===== config.mk =====
export PLATFORM = sky130hd
export DESIGN_NAME = periodic_task_tick_scheduler_unit
export DESIGN_NICKNAME = d
export VERILOG_FILES = /design/src/hdl/ptts_pkg.sv /design/src/hdl/periodic_task_tick_scheduler_unit.sv /design/src/hdl/ptts_ctrl.sv /design/src/hdl/ptts_dpath.sv
export VERILOG_INCLUDE_DIRS = /design/src /design/src/hdl
export SDC_FILE = /design/constraint.sdc
export NUM_CORES = 2
export LEC_CHECK = 0
export ABC_AREA = 1
export BUFFER_PORTS_ARGS = -buffer_cell sky130_fd_sc_hd__buf_2
export CORE_MARGIN = 5
export CORE_UTILIZATION = 45
export DETAILED_ROUTE_END_ITERATION = 12
export GPL_TIMING_DRIVEN = 1
export PLACE_DENSITY = 0.6
export REMOVE_ABC_BUFFERS = 1
export SLEW_MARGIN = 40
export SYNTH_ARGS = -nofsm -noshare
export SYNTH_HDL_FRONTEND = slang
export SYNTH_SLANG_ARGS = --single-unit

===== constraint.sdc =====
create_clock -name clock -period 20.6 [get_ports clock]
set_input_delay 4.12 -clock clock [delete_from_list [all_inputs] [get_ports clock]]
set_output_delay 4.12 -clock clock [all_outputs]
set_load 0.02 [all_outputs]

===== src/hdl/periodic_task_tick_scheduler_unit_assert.svh =====
`ifndef PERIODIC_TASK_TICK_SCHEDULER_UNIT_ASSERT_SVH
`define PERIODIC_TASK_TICK_SCHEDULER_UNIT_ASSERT_SVH

// same-cycle implication
`define PTTS_ASSERT_NOW(lbl, clk, rst, ante, cons) \
   lbl: assert property (@(posedge clk) disable iff (rst) (ante) |-> (cons)) \
      else $error("scheduler check failed");

// next-cycle implication
`define PTTS_ASSERT_NEXT(lbl, clk, rst, ante, cons) \
   lbl: assert property (@(posedge clk) disable iff (rst) (ante) |=> (cons)) \
      else $error("scheduler check failed");

`endif


===== src/hdl/ptts_pkg.sv =====
package ptts_pkg;

   localparam int TIME_W = 16;
   localparam int INDEX_W = 4;
   localparam int CSR_IDX_W = 2;
   localparam int CSR_DATA_W = 5;

   localparam logic REQ_LOAD = 1'b0;
   localparam logic REQ_TICK = 1'b1;

   localparam logic [CSR_IDX_W-1:0] CSR_POLICY = 2'd0;
   localparam logic [CSR_IDX_W-1:0] CSR_ACTIVE = 2'd1;

   localparam logic POLICY_RM = 1'b0;
   localparam logic POLICY_EDF = 1'b1;

   typedef enum logic [1:0] {
      ST_IDLE,
      ST_SCAN,
      ST_FINISH,
      ST_REPLY
   } state_type;

   typedef struct packed {
      logic load;
      logic tick_start;
      logic issue;
      logic eval;
      logic finish;
      logic reply;
   } ctl_cmd_type;

   typedef struct packed {
      logic out_free;
      logic req_load;
   } dp_status_type;

endpackage


===== src/hdl/periodic_task_tick_scheduler_unit.sv =====
// channel   direction  handshake              payload
// req       in         req_valid / req_stall  req_type, task_index, exec_time, period, deadline
// rsp       out        rsp_valid / rsp_stall  load_ack, busy_res, running_task
// csr       in         csr_valid / csr_ready  csr_index, csr_wdata
//
// A load item goes straight to the reply state; a tick walks the n active entries (n at most
// TASKS) over the task memories: one entry read per cycle, each evaluated and written back
// in the cycle after its read, then a finish step charges the granted entry.
// Reset is synchronous; per-entry flag bits give the reset and restart values at once,
// so there is no clearing pass. csr_ready is always high.
// A new item is taken while the previous result still waits in the output register;
// its result then waits until rsp_stall drops.
module periodic_task_tick_scheduler_unit #(
   parameter int TASKS = 16,
   parameter int TICK_BITS = 16
) (
   input  logic                             clock,
   input  logic                             reset,
   input  logic                             req_valid,
   output logic                             req_stall,
   input  logic                             req_type,
   input  logic [ptts_pkg::INDEX_W-1:0]     req_task_index,
   input  logic [ptts_pkg::TIME_W-1:0]      req_exec_time,
   input  logic [ptts_pkg::TIME_W-1:0]      req_period_ticks,
   input  logic [ptts_pkg::TIME_W-1:0]      req_deadline_ticks,
   output logic                             rsp_valid,
   input  logic                             rsp_stall,
   output logic                             rsp_load_ack,
   output logic                             rsp_busy_res,
   output logic [ptts_pkg::INDEX_W-1:0]     rsp_running_task,
   input  logic                             csr_valid,
   output logic                             csr_ready,
   input  logic [ptts_pkg::CSR_IDX_W-1:0]   csr_index,
   input  logic [ptts_pkg::CSR_DATA_W-1:0]  csr_wdata
);
   import ptts_pkg::*;

   localparam int IDX_W = (TASKS > 1) ? $clog2(TASKS) : 1;
   localparam int CNT_W = $clog2(TASKS + 1);
   localparam int DL_W = (TICK_BITS + 2 > 18) ? TICK_BITS + 2 : 18;

   ctl_cmd_type cmd;
   dp_status_type status;
   logic [IDX_W-1:0] rd_idx;
   logic [CNT_W-1:0] n_active;

   assign csr_ready = 1'b1;

   ptts_ctrl #(
      .IDX_W(IDX_W),
      .CNT_W(CNT_W)
   ) u_ctrl (
      .clock(clock),
      .reset(reset),
      .req_valid(req_valid),
      .req_stall(req_stall),
      .status(status),
      .n_active(n_active),
      .cmd(cmd),
      .rd_idx(rd_idx)
   );

   ptts_dpath #(
      .TASKS(TASKS),
      .TICK_BITS(TICK_BITS),
      .IDX_W(IDX_W),
      .CNT_W(CNT_W),
      .DL_W(DL_W)
   ) u_dpath (
      .clock(clock),
      .reset(reset),
      .cmd(cmd),
      .status(status),
      .rd_idx(rd_idx),
      .n_active(n_active),
      .csr_write(csr_valid),
      .csr_index(csr_index),
      .csr_wdata(csr_wdata),
      .req_type(req_type),
      .req_task_index(req_task_index),
      .req_exec_time(req_exec_time),
      .req_period_ticks(req_period_ticks),
      .req_deadline_ticks(req_deadline_ticks),
      .rsp_stall(rsp_stall),
      .rsp_valid(rsp_valid),
      .rsp_load_ack(rsp_load_ack),
      .rsp_busy_res(rsp_busy_res),
      .rsp_running_task(rsp_running_task)
   );

endmodule


===== src/hdl/ptts_ctrl.sv =====
`include "periodic_task_tick_scheduler_unit_assert.svh"

module ptts_ctrl #(
   parameter int IDX_W = 4,
   parameter int CNT_W = 5
) (
   input  logic                  clock,
   input  logic                  reset,
   input  logic                  req_valid,
   output logic                  req_stall,
   input  ptts_pkg::dp_status_type status,
   input  logic [CNT_W-1:0]      n_active,
   output ptts_pkg::ctl_cmd_type cmd,
   output logic [IDX_W-1:0]      rd_idx
);
   import ptts_pkg::*;

   state_type state_ff, state_in;
   logic [CNT_W-1:0] issue_cnt_ff, issue_cnt_in;
   logic eval_valid_ff, eval_valid_in;
   logic more;

   assign more = issue_cnt_ff < n_active;
   assign rd_idx = issue_cnt_ff[IDX_W-1:0];

   always_comb begin
      state_in = state_ff;
      case (state_ff)
         ST_IDLE: begin
            if (req_valid) begin
               state_in = status.req_load ? ST_REPLY : ST_SCAN;
            end
         end
         ST_SCAN: begin
            if (!more && !eval_valid_ff) begin
               state_in = ST_FINISH;
            end
         end
         ST_FINISH: state_in = ST_REPLY;
         ST_REPLY: begin
            if (status.out_free) begin
               state_in = ST_IDLE;
            end
         end
         default: state_in = ST_IDLE;
      endcase
   end

   always_comb begin
      cmd = '0;
      req_stall = 1'b1;
      case (state_ff)
         ST_IDLE: begin
            req_stall = 1'b0;
            cmd.load = req_valid && status.req_load;
            cmd.tick_start = req_valid && !status.req_load;
         end
         ST_SCAN: cmd.issue = more;
         ST_FINISH: cmd.finish = 1'b1;
         ST_REPLY: cmd.reply = status.out_free;
         default: cmd = '0;
      endcase
      cmd.eval = eval_valid_ff;
   end

   always_comb begin
      issue_cnt_in = issue_cnt_ff;
      if (cmd.tick_start) begin
         issue_cnt_in = '0;
      end else if (cmd.issue) begin
         issue_cnt_in = issue_cnt_ff + CNT_W'(1);
      end
      eval_valid_in = cmd.issue;
   end

   always_ff @(posedge clock) begin
      if (reset) begin
         state_ff <= ST_IDLE;
         issue_cnt_ff <= '0;
         eval_valid_ff <= 1'b0;
      end else begin
         state_ff <= state_in;
         issue_cnt_ff <= issue_cnt_in;
         eval_valid_ff <= eval_valid_in;
      end
   end

   `PTTS_ASSERT_NOW(a_drained, clock, reset, state_ff == ST_FINISH, !eval_valid_ff)
   `PTTS_ASSERT_NEXT(a_tick_start, clock, reset, cmd.tick_start, state_ff == ST_SCAN && issue_cnt_ff == '0)
   `PTTS_ASSERT_NEXT(a_eval_follows, clock, reset, cmd.issue, cmd.eval)

endmodule


===== src/hdl/ptts_dpath.sv =====
module ptts_dpath #(
   parameter int TASKS = 16,
   parameter int TICK_BITS = 16,
   parameter int IDX_W = 4,
   parameter int CNT_W = 5,
   parameter int DL_W = 18
) (
   input  logic                                clock,
   input  logic                                reset,
   input  ptts_pkg::ctl_cmd_type               cmd,
   output ptts_pkg::dp_status_type             status,
   input  logic [IDX_W-1:0]                    rd_idx,
   output logic [CNT_W-1:0]                    n_active,
   input  logic                                csr_write,
   input  logic [ptts_pkg::CSR_IDX_W-1:0]      csr_index,
   input  logic [ptts_pkg::CSR_DATA_W-1:0]     csr_wdata,
   input  logic                                req_type,
   input  logic [ptts_pkg::INDEX_W-1:0]        req_task_index,
   input  logic [ptts_pkg::TIME_W-1:0]         req_exec_time,
   input  logic [ptts_pkg::TIME_W-1:0]         req_period_ticks,
   input  logic [ptts_pkg::TIME_W-1:0]         req_deadline_ticks,
   input  logic                                rsp_stall,
   output logic                                rsp_valid,
   output logic                                rsp_load_ack,
   output logic                                rsp_busy_res,
   output logic [ptts_pkg::INDEX_W-1:0]        rsp_running_task
);
   import ptts_pkg::*;

   localparam int CFG_W = 3 * TIME_W;
   localparam logic signed [DL_W-1:0] DL_FLOOR =
      -$signed({{(DL_W-TICK_BITS-1){1'b0}}, 1'b1, {TICK_BITS{1'b0}}});
   localparam logic signed [DL_W-1:0] DL_ONE = DL_W'(1);

   // configuration registers
   logic policy_ff;
   logic [CSR_DATA_W-1:0] active_ff;

   always_ff @(posedge clock) begin
      if (reset) begin
         policy_ff <= POLICY_RM;
         active_ff <= CSR_DATA_W'(1);
      end else if (csr_write) begin
         if (csr_index == CSR_POLICY) begin
            policy_ff <= csr_wdata[0];
         end else if (csr_index == CSR_ACTIVE) begin
            active_ff <= csr_wdata;
         end
      end
   end

   assign n_active = (int'(active_ff) > TASKS) ? CNT_W'(TASKS) : CNT_W'(active_ff);

   // task memories
   logic [CFG_W-1:0] cfg_mem [TASKS];
   logic [TIME_W-1:0] work_mem [TASKS];
   logic [TIME_W-1:0] phase_mem [TASKS];
   logic signed [DL_W-1:0] dl_mem [TASKS];

   logic [CFG_W-1:0] cfg_rd_ff;
   logic [TIME_W-1:0] work_rd_ff, phase_rd_ff;
   logic signed [DL_W-1:0] dl_rd_ff;
   logic [IDX_W-1:0] eval_idx_ff;

   // entry flags: unwritten config reads as reset, fresh entries restart at zero
   logic [TASKS-1:0] cfg_vld_ff, cfg_vld_in;
   logic [TASKS-1:0] fresh_ff, fresh_in;
   logic [TASKS-1:0] dl_vld_ff, dl_vld_in;

   logic load_in_range;
   logic [IDX_W-1:0] load_addr;

   assign load_in_range = int'(req_task_index) < TASKS;
   assign load_addr = IDX_W'(req_task_index);

   // per-entry evaluation
   logic [TIME_W-1:0] e_exec, e_per, e_rel, e_work, e_phase, work_r;
   logic signed [DL_W-1:0] e_dl, dl_r, dl_nx;
   logic [TIME_W:0] phase_inc;
   logic [TIME_W-1:0] phase_nx;
   logic released, take;

   // best candidate so far
   logic found_ff, found_in;
   logic [IDX_W-1:0] sel_ff, sel_in;
   logic [TIME_W-1:0] best_work_ff, best_work_in, best_per_ff, best_per_in;
   logic signed [DL_W-1:0] best_dl_ff, best_dl_in;

   always_comb begin
      if (cfg_vld_ff[eval_idx_ff]) begin
         e_exec = cfg_rd_ff[CFG_W-1 -: TIME_W];
         e_per = cfg_rd_ff[2*TIME_W-1 -: TIME_W];
         e_rel = cfg_rd_ff[TIME_W-1:0];
      end else begin
         e_exec = '0;
         e_per = TIME_W'(1);
         e_rel = TIME_W'(1);
      end
      e_work = fresh_ff[eval_idx_ff] ? '0 : work_rd_ff;
      e_phase = fresh_ff[eval_idx_ff] ? '0 : phase_rd_ff;
      e_dl = dl_vld_ff[eval_idx_ff] ? dl_rd_ff : '0;

      released = e_phase == '0;
      work_r = released ? e_exec : e_work;
      dl_r = released ? $signed({{(DL_W-TIME_W){1'b0}}, e_rel}) : e_dl;

      phase_inc = {1'b0, e_phase} + (TIME_W+1)'(1);
      phase_nx = (phase_inc >= {1'b0, e_per}) ? '0 : phase_inc[TIME_W-1:0];
      dl_nx = (dl_r == DL_FLOOR) ? DL_FLOOR : dl_r - DL_ONE;

      // strict compare keeps the lowest index on equal keys
      take = (work_r != '0) &&
             (!found_ff || ((policy_ff == POLICY_EDF) ? (dl_r < best_dl_ff)
                                                      : (e_per < best_per_ff)));
   end

   always_comb begin
      found_in = found_ff;
      sel_in = sel_ff;
      best_work_in = best_work_ff;
      best_per_in = best_per_ff;
      best_dl_in = best_dl_ff;
      if (cmd.tick_start) begin
         found_in = 1'b0;
         sel_in = '0;
      end else if (cmd.eval && take) begin
         found_in = 1'b1;
         sel_in = eval_idx_ff;
         best_work_in = work_r;
         best_per_in = e_per;
         best_dl_in = dl_r;
      end
   end

   always_comb begin
      cfg_vld_in = cfg_vld_ff;
      fresh_in = fresh_ff;
      dl_vld_in = dl_vld_ff;
      if (cmd.load) begin
         fresh_in = '1;
         if (load_in_range) begin
            cfg_vld_in[load_addr] = 1'b1;
         end
      end
      if (cmd.eval) begin
         fresh_in[eval_idx_ff] = 1'b0;
         dl_vld_in[eval_idx_ff] = 1'b1;
      end
   end

   always_ff @(posedge clock) begin
      if (reset) begin
         cfg_vld_ff <= '0;
         fresh_ff <= '1;
         dl_vld_ff <= '0;
         found_ff <= 1'b0;
      end else begin
         cfg_vld_ff <= cfg_vld_in;
         fresh_ff <= fresh_in;
         dl_vld_ff <= dl_vld_in;
         found_ff <= found_in;
      end
   end

   always_ff @(posedge clock) begin
      sel_ff <= sel_in;
      best_work_ff <= best_work_in;
      best_per_ff <= best_per_in;
      best_dl_ff <= best_dl_in;
   end

   always_ff @(posedge clock) begin
      if (cmd.issue) begin
         cfg_rd_ff <= cfg_mem[rd_idx];
         work_rd_ff <= work_mem[rd_idx];
         phase_rd_ff <= phase_mem[rd_idx];
         dl_rd_ff <= dl_mem[rd_idx];
         eval_idx_ff <= rd_idx;
      end
   end

   always_ff @(posedge clock) begin
      if (cmd.load && load_in_range) begin
         cfg_mem[load_addr] <= {req_exec_time, req_period_ticks, req_deadline_ticks};
      end
   end

   // finish charges one tick of work to the granted entry
   always_ff @(posedge clock) begin
      if (cmd.eval) begin
         work_mem[eval_idx_ff] <= work_r;
      end else if (cmd.finish && found_ff) begin
         work_mem[sel_ff] <= best_work_ff - TIME_W'(1);
      end
   end

   always_ff @(posedge clock) begin
      if (cmd.eval) begin
         phase_mem[eval_idx_ff] <= phase_nx;
         dl_mem[eval_idx_ff] <= dl_nx;
      end
   end

   // result register
   logic req_load_ff;
   logic rsp_valid_ff, rsp_load_ff, rsp_busy_ff;
   logic [INDEX_W-1:0] rsp_task_ff;

   always_ff @(posedge clock) begin
      if (cmd.load || cmd.tick_start) begin
         req_load_ff <= cmd.load;
      end
   end

   assign status.out_free = !rsp_valid_ff || !rsp_stall;
   assign status.req_load = req_type == REQ_LOAD;

   always_ff @(posedge clock) begin
      if (reset) begin
         rsp_valid_ff <= 1'b0;
      end else if (cmd.reply) begin
         rsp_valid_ff <= 1'b1;
      end else if (!rsp_stall) begin
         rsp_valid_ff <= 1'b0;
      end
   end

   always_ff @(posedge clock) begin
      if (cmd.reply) begin
         rsp_load_ff <= req_load_ff;
         rsp_busy_ff <= !req_load_ff && found_ff;
         rsp_task_ff <= (!req_load_ff && found_ff) ? INDEX_W'(sel_ff) : '0;
      end
   end

   assign rsp_valid = rsp_valid_ff;
   assign rsp_load_ack = rsp_load_ff;
   assign rsp_busy_res = rsp_busy_ff;
   assign rsp_running_task = rsp_task_ff;

endmodule

### Word level (Yosys, flattened, before mapping)

Memory sizes are Yosys's and may differ from the RTL's. A register that Yosys moved wholly into a read port is not among the register bits.
Index checks and enable logic that the tools add are counted.

* output and inout port bits: 9
* memories kept: 4
* logic and storage cells: 126
* memory bits (writable): 1568
* bits in registers: 129

Memory list
* u_dpath.cfg_mem: words 16, bits a word 48, rd ports 1, clocked after Yosys merged registers in 1, write ports 1, line ptts_dpath.sv:55 `logic [CFG_W-1:0] cfg_mem [TASKS];`
* u_dpath.dl_mem: words 16, bits a word 18, rd ports 1, clocked after Yosys merged registers in 1, write ports 1, line ptts_dpath.sv:58 `logic signed [DL_W-1:0] dl_mem [TASKS];`
* u_dpath.phase_mem: words 16, bits a word 16, rd ports 1, clocked after Yosys merged registers in 1, write ports 1, line ptts_dpath.sv:57 `logic [TIME_W-1:0] phase_mem [TASKS];`
* u_dpath.work_mem: words 16, bits a word 16, rd ports 1, clocked after Yosys merged registers in 1, write ports 1, line ptts_dpath.sv:56 `logic [TIME_W-1:0] work_mem [TASKS];`

* equality and inequality tests: 9
* muxes and demuxes: 46
* order comparisons: 9
* add/subtract/negate cells: 4
* bitwise operators: 7
* reductions and logical operators: 28

Operators by type and width (number)
* 16-bit 2-to-1 mux: 10
* 18-bit 2-to-1 mux: 3
* 16-bit bitwise OR: 2
* 1-bit 2-to-1 mux: 20
* 18-bit by 17-bit == test with 1-bit output, second input constant: 1
* 18-bit < comparator: 1
* 18-bit by 2-bit subtractor with 18-bit output, second input constant: 1
* 16-bit by 1-bit adder with 17-bit output, second input constant: 1
* 17-bit by 16-bit >= comparator with 1-bit output: 1
* 16-bit bitwise AND: 1
* 16-bit logical NOT: 1
* 16-bit < comparator: 1
* 16-bit inverter: 1
* 16-bit nonzero test: 1
* 16-bit OR reduction: 1
* 16-bit by 1-bit subtractor with 16-bit output, second input constant: 1
* 1-bit binary-select mux with 4-bit select: 3
* 4-bit by 5-bit < comparator with 1-bit output, second input constant: 2
* 2-bit 2-to-1 mux: 5
* 1-bit logical AND: 9
* 1-bit demux with 4-bit select: 2
* 4-bit by 1-bit >= comparator with 1-bit output, second input constant: 2
* 2-bit one-hot mux with 4 select lines: 1
* 1-bit logical NOT: 6
* other kinds (15): 26

### Depth between registers and ports, before layout

* word-level depth: 11
* depth in mapped cells: 34
* gate-level depth less buffers: 31

### By module

From an unflattened synthesis, not the netlist that was laid out.

* cell total of the unflattened synthesis: 5447
* area, all modules: 73485.5 um2

Modules (own cells, without submodules)
* ptts_dpath: sequential area each 53060.9 um2, cells an instance 5354, times used 1, area an instance 72829.8 um2
* ptts_ctrl: sequential area each 160.2 um2, cells an instance 91, times used 1, area an instance 644.4 um2
* periodic_task_tick_scheduler_unit: sequential area each 0.0 um2, cells an instance 2, times used 1, area an instance 11.3 um2

### Least setup slack after synthesis

No wires, ideal clock.

* path type: in2reg
* start point: input req_valid
* end point: memory u_dpath.cfg_mem[0][0] (netlist name), enable pin
* buffers on the path: 1
* cell stages on the path: 5
* arrival: 6825 ps
* required time: 20145 ps
* path slack: 13319 ps
* cells stage by stage: nand2_1 nor2_1 clkbuf_1 nand3_1 nor2_1

* word-level cells in the longest chain between the ends: 4

RTL lines
* from (decl): line periodic_task_tick_scheduler_unit.sv:19 `input logic req_valid,`
* 1-bit logical AND: line ptts_ctrl.sv:55 `cmd.load = req_valid && status.req_load;`
* 2-bit 2-to-1 mux: line ptts_ctrl.sv:52 `case (state_ff)`
* 1-bit 2-to-1 mux: line ptts_dpath.sv:183 `if (cmd.load && load_in_range) begin`
* 1-bit 2-to-1 mux (not written as such): line ptts_dpath.sv:184 `cfg_mem[load_addr] <= {req_exec_time, req_period_ticks, req_deadline_ticks};`
* to (decl): line ptts_dpath.sv:55

No other way between the ends.

### Worst setup path after layout

* start point: register u_dpath.eval_idx_ff[0]
* end point: register u_dpath.best_dl_ff[9], enable pin

* word-level cells in the longest chain between the ends: 11

RTL lines
* from (decl): line ptts_dpath.sv:63 `logic [IDX_W-1:0] eval_idx_ff;`
* from (signal assigned): line ptts_dpath.sv:178 `eval_idx_ff <= rd_idx;`
* 1-bit binary-select mux with 4-bit select: line ptts_dpath.sv:100 `e_phase = fresh_ff[eval_idx_ff] ? '0 : phase_rd_ff;`
* 1-bit 2-to-1 mux (not written as such): line ptts_dpath.sv:100
* 16-bit 2-to-1 mux: line ptts_dpath.sv:100
* 16-bit logical NOT: line ptts_dpath.sv:103 `released = e_phase == '0;`
* 18-bit 2-to-1 mux (*): line ptts_dpath.sv:105 `dl_r = released ? $signed({{(DL_W-TIME_W){1'b0}}, e_rel}) : e_dl;`
* net u_dpath.dl_r[3]: line ptts_dpath.sv:78 `logic signed [DL_W-1:0] e_dl, dl_r, dl_nx;`
* 18-bit < comparator (*): line ptts_dpath.sv:113 `(!found_ff || ((policy_ff == POLICY_EDF) ? (dl_r < best_dl_ff)`
* 1-bit 2-to-1 mux (*): line ptts_dpath.sv:113
* 1-bit logical OR (*): line ptts_dpath.sv:113
* 1-bit logical AND (*): line ptts_dpath.sv:112 `take = (work_r != '0) &&`
* 1-bit logical AND (*): line ptts_dpath.sv:126 `end else if (cmd.eval && take) begin`
* 2-bit AND reduction (no line) (*)
* to (signal assigned): line ptts_dpath.sv:169 `best_dl_ff <= best_dl_in;`
* to (decl): line ptts_dpath.sv:87 `logic signed [DL_W-1:0] best_dl_ff, best_dl_in;`

The timed path passes the listed nets; every way through them passes the cells marked *. The select of a mux whose other input is x is not followed.
A chain may end at the register's enable or synchronous reset.

==> out/qor.tcl <==
set qor(postRouteAntennaNets) 0
set qor(finalWorstSetupSlack_ns) 13.59
set qor(clock_tree_from_tritoncts) {built}
set qor(mappedNetlistArea_um2) 71320
set qor(cell_family_with_the_largest_share_of_critical_path_delay) {simple AND/OR/NAND/NOR gates}
set qor(clock_tree.root_cell) {sky130_fd_sc_hd__clkbuf_16}
set qor(yosysWarnings) 0
set qor(slowest_library_cell_on_the_worst_path) {sky130_fd_sc_hd__edfxtp_1}
set qor(swShare_pct) 30.62
set qor(register_area_share_after_synthesis_pct) 74.62
set qor(clock_tree.buffer_depth) 3
set qor(largest_area_contributor_in_the_synthesized_netlist) {sky130_fd_sc_hd__edfxtp_1}
set qor(count_of_pins_over_their_slew_limit) 0
set qor(cp_most_frequent_cell) {sky130_fd_sc_hd__nand2_1}
set qor(arrival_ns) 7.44
set qor(endpoint_kind) {flop}
set qor(worstSetupPathDepth) 33
set qor(synth_top_cell_area_share_pct) 72.71
set qor(clock_pin_slew_of_the_registers_on_the_worst_case_setup_and_hold_paths_ns) 0.06
set qor(die_width_um) 408.1
set qor(die_height_um) 408.1
set qor(cell_internal_pwr_mw) 6.752
set qor(clkSinkCount) 1795
set qor(worst_hold_depth) 2
set qor(detailedRoute.firstIterationViolations) 4742
set qor(wl_um) 185900
set qor(final_layout_size_suffix_gt1_share_pct) 9.671
set qor(seqPwrFrac_pct) 46.5
set qor(report.final.setup_viol) 0
set qor(cp.buffers_inverters) 6
set qor(antenna_found_initial) 19
set qor(final-hold-violation-count) 0
set qor(placement_rows) 146
set qor(crit_required_ns) 21.03
set qor(final.min_clock_period_ns) 7.009
set qor(worst_skew_pair.late_latency_ns) 0.81
set qor(initial_core_util_pct) 45.14
set qor(ir_drop_uv) 77.78
set qor(firstDrtPassIters) 6
set qor(layout_worst_path_cycle_share_pct) 34.02
set qor(place_hpwl_um) 98550
set qor(synth-edff-count) 1727
set qor(power_density_nw_per_um2) 121.3
set qor(setup-tns-final_ns) 0
set qor(cp-start-kind) {flop}
set qor(syn_inst) 5548
set qor(timing_worst_slew_pin_value_ns) 0.9365
set qor(number_of_global_route_vias_before_repair) 42880
set qor(power_frac_comb_pct) 20.9
set qor(design.die.area_um2) 166600
set qor(drt_drc_violations_left) 0
set qor(min_path_type) {reg -> reg}
set qor(syn2layout_area_growth_pct) 12.52
set qor(vias) 45180
set qor(postPlaceCellArea_um2) 74360
set qor(fraction_of_synthesis_flops_using_an_asynchronous_set_or_reset_pin_pct) 0
set qor(synth-seq-cells) 1795
set qor(cts_repair_resize_count) 0
set qor(number_of_hold_repair_buffers_added_at_the_cts_stage) 0
set qor(cts_buffers) 183
set qor(post_dr_vias_cell) 5.797
set qor(p_leak_nw) 26.77
set qor(grt_setup_unrepaired) {false}
set qor(ioPinCount) 74
set qor(cts_max_level) 4
set qor(synthesis.area_per_instance_um2) 12.86
set qor(timing.max_slew.rel_slack_pct) 37.56
set qor(design_area_um2) 80250
set qor(port_buffer_cells) 72
set qor(peak_fanout_along_the_critical_path) 35
set qor(most_instantiated_flip_flop_cell_in_the_synthesis_netlist) {sky130_fd_sc_hd__edfxtp_1}
set qor(setup_clock_skew_after_layout_ns) 0.03683
set qor(worst-r2r-cell-count) 33
set qor(fin_nets) 5698
set qor(crit_path_max_incr_delay_ns) 0.59
set qor(ys_types) 50
set qor(grtUsageTotal_pct) 21.79
set qor(grt_start_max_net_pins) 188
set qor(timing.fmax_mhz) 142.7
set qor(grt_pass1_wl_um) 277400
set qor(post-place-ws_ns) 13.65
set qor(maxCapViolations) 0
set qor(synth_area_leaders) {sky130_fd_sc_hd__edfxtp_1, sky130_fd_sc_hd__o21ai_0, sky130_fd_sc_hd__nor2_1}
set qor(status) {complete, no violations}
set qor(floorplan.core_area_um2) 158000
set qor(power.switching_mw) 2.980
set qor(timing.setup.critical_path_class) {reg -> reg}
set qor(wire_per_inst_um) 23.85
set qor(post_cts_setup_buffer_count) 0
set qor(gp_congestion) 0.8715
set qor(clkPwrFrac_pct) 32.6
set qor(grt_overflow_total) 0
[placed cells by master (no fill, tap or decap), drive strengths merged, types with 2 or more instances in the layout]
cell         n
edfxtp    1727
a22oi        6
o21ai      841
a32oi        8
o211ai      39
a211oi       5
dfxtp       68
clkbuf     235
clkinvlp     5
nand2      469
xor2        18
o221ai     161
inv        193
o21a         2
diode        5
o22ai      236
nor4         4
nor3        22
or2          4
nand3b       2
ha          62
xnor2        4
nand4        9
bufinv      10
a21oi       43
nand3      216
nor2      1049
clkinv      78
a31oi        9
a22o         4
buf        180
[stage by stage]
step / power [mW] / utilization, % / hold slack [ns] / instances
2_1_floorplan: 5.941 / - / 0.4272 / 5206
3_3_place_gp: 6.552 / 46.85 / 0.4559 / 7443
3_5_place_dp: 6.595 / 47.06 / 0.4532 / 7454
5_1_grt: 10.17 / 50.78 / 0.5033 / 7793
6_report: 9.732 / 50.79 / 0.4746 / 7795
4_1_cts: 9.754 / 50.68 / 0.4741 / 7786
[cells by family after synthesis]
family / synth area share, %
AO/OA/AOI/OAI: 11.15
XOR/XNOR: 0.2702
adder cells (fa/ha/maj): 1.088
buffers and inverters: 2.891
flip-flops: 74.62
other: 0.005258
AND/OR/NAND/NOR: 9.979
[layout make-up]
cell class | instances | area, um^2
Sequential cell | 1795 | 53230
Clock inverter | 97 | 848.3
Inverter | 189 | 737.0
Clock buffer | 235 | 4880
Multi-Input combinational cell | 3222 | 16460
Fill cell | 13270 | 77760
Tap cell | 2072 | 2592
Timing Repair Buffer | 180 | 1491
Antenna cell | 5 | 12.51
[worst reg2reg max path, delay by kind of cell (launching register included)]
kind / cells / cell delay, ns
buffers and inverters: 6 / 1.58
AO/OA/AOI/OAI: 5 / 1.27
adder cells (fa/ha/maj): 2 / 0.43
AND/OR/NAND/NOR: 20 / 2.72
flip-flops: 1 / 0.59
[power groups by stage]
stage / combinational, mW / clock (mW) / sequential (mW)
4_1_cts: 2.01 / 3.22 / 4.52
3_3_place_gp: 1.95 / 0 / 4.60
6_report: 2.03 / 3.18 / 4.52
3_5_place_dp: 2.00 / 0 / 4.60
5_1_grt: 2.25 / 3.38 / 4.53
2_1_floorplan: 1.26 / 0 / 4.68
[final timing paths]
check / start / end / slack (ns)
hold / removal: u_dpath.dl_vld_ff[11] / u_dpath.dl_vld_ff[11] / 0.47
setup reg to reg: u_dpath.eval_idx_ff[0] / u_dpath.best_dl_ff[9] / 13.59
hold reg to reg: u_dpath.dl_vld_ff[11] / u_dpath.dl_vld_ff[11] / 0.47
setup / recovery: u_dpath.eval_idx_ff[0] / u_dpath.best_dl_ff[9] / 13.59
[routing by layer]
metal | global-route usage (%) | share of wire [%] | wire length, um
met1 | 31.64 | 44 | 81750
met2 | 34.91 | 47 | 87650
met3 | 3.362 | 7.1 | 13140
met4 | 5.142 | 1.8 | 3370
met5 | 0 | 0.0070 | 13
[sequential cells by signal, summed over array words and instances (netlist names), 5 cells and up]
| signal | count |
|---|---|
| u_dpath.cfg_mem | 768 |
| u_dpath.dl_mem | 288 |
| u_dpath.phase_mem | 256 |
| u_dpath.work_mem | 256 |
| u_dpath.cfg_rd_ff | 48 |
| u_dpath.best_dl_ff | 18 |
| u_dpath.dl_rd_ff | 18 |
| u_dpath.best_per_ff | 16 |
| u_dpath.best_work_ff | 16 |
| u_dpath.cfg_vld_ff | 16 |
| u_dpath.dl_vld_ff | 16 |
| u_dpath.fresh_ff | 16 |
| u_dpath.phase_rd_ff | 16 |
| u_dpath.work_rd_ff | 16 |
| u_ctrl.issue_cnt_ff | 5 |
| u_dpath.active_ff | 5 |
[cell usage after synthesis (5+ instances only)]
cell and n:
sky130_fd_sc_hd__o211ai_1 39, sky130_fd_sc_hd__nor3_1 20, sky130_fd_sc_hd__xor2_1 18, sky130_fd_sc_hd__nand2_2 6, sky130_fd_sc_hd__a21oi_1 42, sky130_fd_sc_hd__inv_2 7
sky130_fd_sc_hd__nor2_1 1040, sky130_fd_sc_hd__nor2_2 6, sky130_fd_sc_hd__nand2_1 462, sky130_fd_sc_hd__a32oi_2 5, sky130_fd_sc_hd__dfxtp_1 68, sky130_fd_sc_hd__clkbuf_1 310
sky130_fd_sc_hd__nand3_1 216, sky130_fd_sc_hd__inv_1 181, sky130_fd_sc_hd__a22oi_1 6, sky130_fd_sc_hd__a31oi_1 9, sky130_fd_sc_hd__ha_1 62, sky130_fd_sc_hd__buf_6 7
sky130_fd_sc_hd__buf_1 18, sky130_fd_sc_hd__o22ai_1 236, sky130_fd_sc_hd__o21ai_0 837, sky130_fd_sc_hd__nand4_1 9, sky130_fd_sc_hd__edfxtp_1 1727, sky130_fd_sc_hd__o221ai_1 161
sky130_fd_sc_hd__a211oi_1 5
Power figures use the tool's default switching activity.
